`src/rtl/hds_pkg.sv`:
```
// Shared types, constants and register codes for the heat diffusion stencil sweep.
`timescale 1ns / 1ps
`default_nettype none

package hds_pkg;

    // Default size limits, handed down through the top level parameters
    localparam int DEF_MAX_COLS = 1024;
    localparam int DEF_MAX_ROWS = 1024;

    // Field widths
    localparam int TEMP_W     = 32;
    localparam int IDX_W      = 10;
    localparam int COEFF_W    = 23;
    localparam int SIZE_W     = 11;
    localparam int CFG_IDX_W  = 2;
    localparam int CFG_DATA_W = 23;

    // Arithmetic widths: Laplacian, product and rounded sum
    localparam int LAP_W      = 36;
    localparam int PROD_W     = 60;
    localparam int FRAC_SHIFT = 24;
    localparam int SUM_W      = 37;

    // Register reset values and limits
    localparam logic [COEFF_W-1:0] COEFF_RESET = 23'd1678;
    localparam logic [COEFF_W-1:0] COEFF_MAX   = 23'd4194304;
    localparam logic [SIZE_W-1:0]  ROWS_RESET  = 11'd512;
    localparam logic [SIZE_W-1:0]  COLS_RESET  = 11'd512;
    localparam int                 MIN_DIM     = 3;

    localparam logic [TEMP_W-1:0] TEMP_MAX = 32'h7FFF_FFFF;
    localparam logic [TEMP_W-1:0] TEMP_MIN = 32'h8000_0000;

    // Result queue
    localparam int OQ_DEPTH = 8;
    localparam int OQ_PTR_W = $clog2(OQ_DEPTH);
    localparam int OQ_CNT_W = $clog2(OQ_DEPTH + 1);

    // Configuration register indexes
    typedef enum logic [CFG_IDX_W-1:0] {
        CFG_COEFF = 2'd0,
        CFG_ROWS  = 2'd1,
        CFG_COLS  = 2'd2
    } cfg_idx_t;

    // One accepted cell travelling down the update pipeline
    typedef struct packed {
        logic [TEMP_W-1:0] cur;
        logic [IDX_W-1:0]  row;
        logic [IDX_W-1:0]  col;
        logic              has_above;
        logic              has_self;
        logic              border;
        logic              done;
    } cell_meta_t;

    // One queue entry: up to two results of the same accepted cell
    typedef struct packed {
        logic [TEMP_W-1:0] temp_above;
        logic [TEMP_W-1:0] temp_self;
        logic [IDX_W-1:0]  row;
        logic [IDX_W-1:0]  col;
        logic              has_above;
        logic              has_self;
        logic              done;
    } oq_entry_t;

endpackage

`default_nettype wire

```
`src/rtl/hds_out_fifo.sv`:
```
// Result queue; each entry gives out one or two beats.
`timescale 1ns / 1ps
`default_nettype none

module hds_out_fifo
    import hds_pkg::*;
(
    input  wire logic                   clk,
    input  wire logic                   rst_n,
    input  wire logic                   push,
    input  wire oq_entry_t              entry,
    output logic       [OQ_CNT_W-1:0]   count,
    output logic                        out_valid,
    input  wire logic                   out_stall,
    output logic       [TEMP_W-1:0]     new_temp,
    output logic       [IDX_W-1:0]      out_row,
    output logic       [IDX_W-1:0]      out_col,
    output logic                        grid_done
);

    oq_entry_t             oq_mem [OQ_DEPTH];
    oq_entry_t             head;
    logic [OQ_PTR_W-1:0]   wr_ptr_reg;
    logic [OQ_PTR_W-1:0]   wr_ptr_next;
    logic [OQ_PTR_W-1:0]   rd_ptr_reg;
    logic [OQ_PTR_W-1:0]   rd_ptr_next;
    logic [OQ_CNT_W-1:0]   count_reg;
    logic [OQ_CNT_W-1:0]   count_next;
    logic                  half_reg;
    logic                  half_next;
    logic                  second;
    logic                  out_beat;
    logic                  pop;

    // Storage
    always_ff @(posedge clk)
    begin
        if (push)
        begin
            oq_mem[wr_ptr_reg] <= entry;
        end
    end

    // Head view: the result of the row above first, then the cell itself
    assign head      = oq_mem[rd_ptr_reg];
    assign second    = !head.has_above || half_reg;
    assign out_valid = (count_reg != '0);
    assign new_temp  = second ? head.temp_self : head.temp_above;
    assign out_row   = second ? head.row : head.row - IDX_W'(1);
    assign out_col   = head.col;
    assign grid_done = second && head.done;
    assign out_beat  = out_valid && !out_stall;
    assign pop       = out_beat && (second || !head.has_self);

    // Pointer and count update
    always_comb
    begin
        wr_ptr_next = push ? wr_ptr_reg + OQ_PTR_W'(1) : wr_ptr_reg;
        rd_ptr_next = pop ? rd_ptr_reg + OQ_PTR_W'(1) : rd_ptr_reg;
        count_next  = count_reg;
        if (push && !pop)
        begin
            count_next = count_reg + OQ_CNT_W'(1);
        end
        else if (pop && !push)
        begin
            count_next = count_reg - OQ_CNT_W'(1);
        end
        half_next = half_reg;
        if (out_beat)
        begin
            half_next = !pop;
        end
    end

    always_ff @(posedge clk or negedge rst_n)
    begin
        if (!rst_n)
        begin
            wr_ptr_reg <= '0;
            rd_ptr_reg <= '0;
            count_reg  <= '0;
            half_reg   <= 1'b0;
        end
        else
        begin
            wr_ptr_reg <= wr_ptr_next;
            rd_ptr_reg <= rd_ptr_next;
            count_reg  <= count_next;
            half_reg   <= half_next;
        end
    end

    assign count = count_reg;

endmodule

`default_nettype wire

```
`config.mk`:
```
export PLATFORM = sky130hd
export DESIGN_NAME = hds_out_fifo
export DESIGN_NICKNAME = d
export VERILOG_FILES = /design/src/rtl/hds_pkg.sv /design/src/rtl/hds_out_fifo.sv
export SDC_FILE = /design/constraint.sdc
export NUM_CORES = 1
export LEC_CHECK = 0
export CELL_PAD_IN_SITES_DETAIL_PLACEMENT = 0
export CELL_PAD_IN_SITES_GLOBAL_PLACEMENT = 2
export CORE_ASPECT_RATIO = 0.8
export CORE_MARGIN = 10
export CORE_UTILIZATION = 43
export CTS_CLUSTER_DIAMETER = 40
export DETAILED_ROUTE_END_ITERATION = 8
export DONT_BUFFER_PORTS = 1
export GPL_ROUTABILITY_DRIVEN = 0
export HOLD_SLACK_MARGIN = 0.12
export PLACE_DENSITY_LB_ADDON = 0.3
export SYNTH_ARGS = -nofsm -noshare
export SYNTH_HDL_FRONTEND = slang
export SYNTH_SLANG_ARGS = --single-unit
```
`constraint.sdc`:
```
create_clock -name clk -period 6.5 [get_ports clk]
set_input_delay 0.65 -clock clk [delete_from_list [all_inputs] [get_ports clk]]
set_output_delay 0.65 -clock clk [all_outputs]
set_load 0.02 [all_outputs]
```
==> metrics.md <==
| Metric | Value |
|---|---|
| Clock power share | 0.330 |
| Share of cells above drive strength 1 | 0.2736 |
| Yosys warning count | 0 |
| Clock-pin slew on the worst setup and hold paths | about 0.060 ns |
| First-pass GRT wire length | between 80,000 and 90,000 um |
| Port buffer count | 0 |
| Placed Instances | between 1,500 and 2,000 |
| CTS max path bufs | 3 |
| Static Leak | approximately 10 nW |
| Period utilization | 0.7224 |
| Power Density | approximately 480 nW/um^2 |
| Max-Cap Viols | 0 |
| Via count | about 12,000 |
| Global Route Usage Sum | 0.1537 |
| Antenna violations before repair | 8 |
| Die Y-Extent | about 240 um |
| Area Growth Syn to Fin | 18.54% |
| Clk Tree Root Cell | clkbuf_16 |
| Gr ovfl total | 0 |
| Final std cells w/o fill | between 2,000 and 2,500 |
| Flop pwr share | 0.394 |
| Avg Cell Area, Syn | 23.17 sq um |
| CTS Buf Count | 90 |
| CP cell instances | buf_12, mux4_2, mux2i_1, nand3_1, nor4_2, xnor2_1 |
| Comb pwr share | 0.276 |
| Hold Fails Final Rpt | 0 |
| Final ANT Viol Nets | 0 |
| 1st-iter DRT viols | about 800 |
| Fillcell total | 4,928 |
| Endpoints failing setup | 0 |
| Worst path required time | ~6 ns |
| Crit-path max FO | 75 |
| Endpoint class of the critical path | primary output |
| CP arrival | ~4.1 ns |
| Remaining DRCs | 0 |
| I/O Pins | ~150 |
| Clock latency on the worst-skew pair | about 0.64 ns |
| Core area | 62,590 sq um |
| Slew @ Worst Pin | 1.094 ns |
| Max Slew Vio Count | 0 |
| Most common cell after layout, fill and taps aside | edfxtp_1 |
| Int Power | about 11 mW |
| Vias per cell | between 5 and 6 |
| Slew margin rel. | 0.2707 |
| Worst Path Buf+Inv | 1 |
| Total power | about 15 mW |
| First-pass DRT Iterations | 5 |
| Post-layout nets | between 1,000 and 1,500 |
| Clock skew | roughly 0.015 ns |
| Hold WC Path Type | in2reg |
| Fmax | 213.0 MHz |
| Status | complete, no violations |
| Minimum clock period | 4.696 ns |
| P_sw | ~4.8 mW |
| Setup TNS | 0 ns |
| Synth cell types | 37 |
| VDD IR max | 0.3064 mV |
| Post-synth EDFFs | a little under 700 |
| FF-to-FF setup slack | ~2.5 ns |
| Sw frac | 0.3141 |
| Fin util | 0.5143 |
| Post-synthesis sequential area ratio | 0.7798 |
| Row count | roughly 80 |
| Startpoint Class | register |
| Worst Path Class, Setup | reg2out |
| CTS H-tree lvls | 3 |
| Average routed wire per standard cell | around 25 um |
| Full die area | 73,660 sq um |
| Dpl hpwl | approximately 29,000 um |
| Chip Width | around 300 um |
| Slowest-stage cell, CP | dfrtp_4 |
| Sink Count | between 700 and 800 |
| Total routed wirelength | about 56,000 um |
| RSZ-0062 raised after global routing | false |
| Post-Syn Area | between 20,000 and 30,000 sq um |
| CP top delay family | multiplexers |
| CTS tree | done |
| Vias in the first global route | around 13,000 |
| Worst path max stage delay | roughly 0.97 ns |
| Max FFs per register | between 600 and 700 |
| Pin count of the biggest net entering global routing | 158 |
| Ys async rst share | 0.01556 |
| Initial core utilization | 0.4339 |
| Commonest cells after routing, fill and taps aside | edfxtp_1 (696), mux4_2 (174), clkbuf_16 (90) |
| Syn Inst Count | about 1,200 |
| Commonest register cell after synthesis | edfxtp_1 |
| #FFs+latches synth | ~710 |
| Syn nets | around 1,300 |
worst register-to-register path: stages, from the launching register on:
cell	delay, ns
dfrtp_4	0.97
mux4_2	0.66
a22oi_1	0.56
o21ai_1	0.32
ha_1	0.29
inv_1	0.12
ha_1	0.24
a21o_1	0.18
a21oi_1	0.17
xnor2_1	0.14
nor2_1	0.07
xor2_1	0.15
repair_timing:
item / 4_1_cts / 5_1_grt
hold endpoints to repair: 708 / 0
gates resized for setup: 0 / 0
hold buffers: 89 / 0
endpoints found under the setup margin: 0 / 0
setup buffers: 0 / 0
final timing paths:
| path | startpoint | cells after the start | end |
|---|---|---|---|
| worst max-delay path | rd_ptr_reg[0] | 6 | out_row[9] |
| max in group asynchronous | rst_n | 1 | rd_ptr_reg[2] |
| worst min-delay path | push | 2 | wr_ptr_reg[2] |
| worst max register to register | rd_ptr_reg[0] | 11 | count[3] |
| min in group asynchronous | rst_n | 1 | rd_ptr_reg[1] |
| worst min register to register | wr_ptr_reg[1] | 1 | wr_ptr_reg[1] |
cell usage after synthesis, types with 3 or more instances:
cell | instances | area, sq um
a211oi_1 | 31 | 232.7
a21oi_1 | 34 | 170.2
buf_1 | 6 | 22.52
buf_2 | 22 | 110.1
buf_4 | 6 | 45.04
buf_6 | 4 | 45.04
clkbuf_1 | 22 | 82.58
dfrtp_1 | 11 | 275.3
edfxtp_1 | 696 | 20900
ha_1 | 6 | 75.07
inv_1 | 4 | 15.01
mux2_2 | 13 | 146.4
mux2i_1 | 41 | 410.4
mux2i_4 | 3 | 67.56
mux4_2 | 174 | 3919
nand2_1 | 8 | 30.03
nand2b_1 | 5 | 31.28
nor2_1 | 14 | 52.55
nor2b_1 | 32 | 200.2
nor3_1 | 4 | 20.02
o21ai_0 | 3 | 15.01
xnor2_1 | 13 | 113.9
xor2_1 | 4 | 35.03
kinds of logic (layout without fill, tap and decap cells):
group           Yosys count  in the layout  synth area share
compound gates           74             74           0.01691
xor+xnor                 17             17          0.005483
fa+ha+maj                 7              7          0.003502
buf+inv                  65            282           0.01193
flops                   707            707            0.7798
mux                     232            232            0.1678
other cells               0              3                 0
simple gates             70             70           0.01452
power groups by stage:
stage               registers, mW  clock network, mW  logic (mW)
global route                 6.14               5.41        4.60
finish                       6.07               5.08        4.24
CTS                          6.09               5.20        4.39
detailed placement           6.18                  0        4.28
floorplan                    6.02                  0        3.39
global placement             6.15                  0        4.27
metal layers:
metal | GRT usage | wire length, um | share of wire | up-vias
li1 | - | - | - | 5290
met1 | 0.2046 | 24500 | 0.44 | 6410
met2 | 0.2508 | 27440 | 0.49 | 240
met3 | 0.03659 | 2706 | 0.048 | 93
met4 | 0.04327 | 1163 | 0.021 | 10
met5 | 0 | 52 | 0.00093 | -
layout make-up:
cell class | instances | area (sq um) | area share
clock buffers | 102 | 2307 | 0.07168
repair buffers | 111 | 1081 | 0.03358
flip-flops and latches | 707 | 21190 | 0.6582
multi-input cells | 400 | 5732 | 0.1781
well taps | 840 | 1051 | 0.03265
inverters | 5 | 18.77 | 0.0005831
diodes | 3 | 7.507 | 0.0002332
clock inverters | 64 | 804.5 | 0.02499
per-stage QoR:
step                      hold slack, ns  instance area (sq um)  setup slack, ns
after floorplan                   0.3544                  27160            1.560
after global placement            0.3550                  28180            2.365
after detailed placement          0.3550                  28180            2.325
after CTS                         0.1347                  32180            1.622
after global routing              0.1553                  32190            1.482
final                             0.1867                  32190            1.805
(Power assumes the default switching activity.)
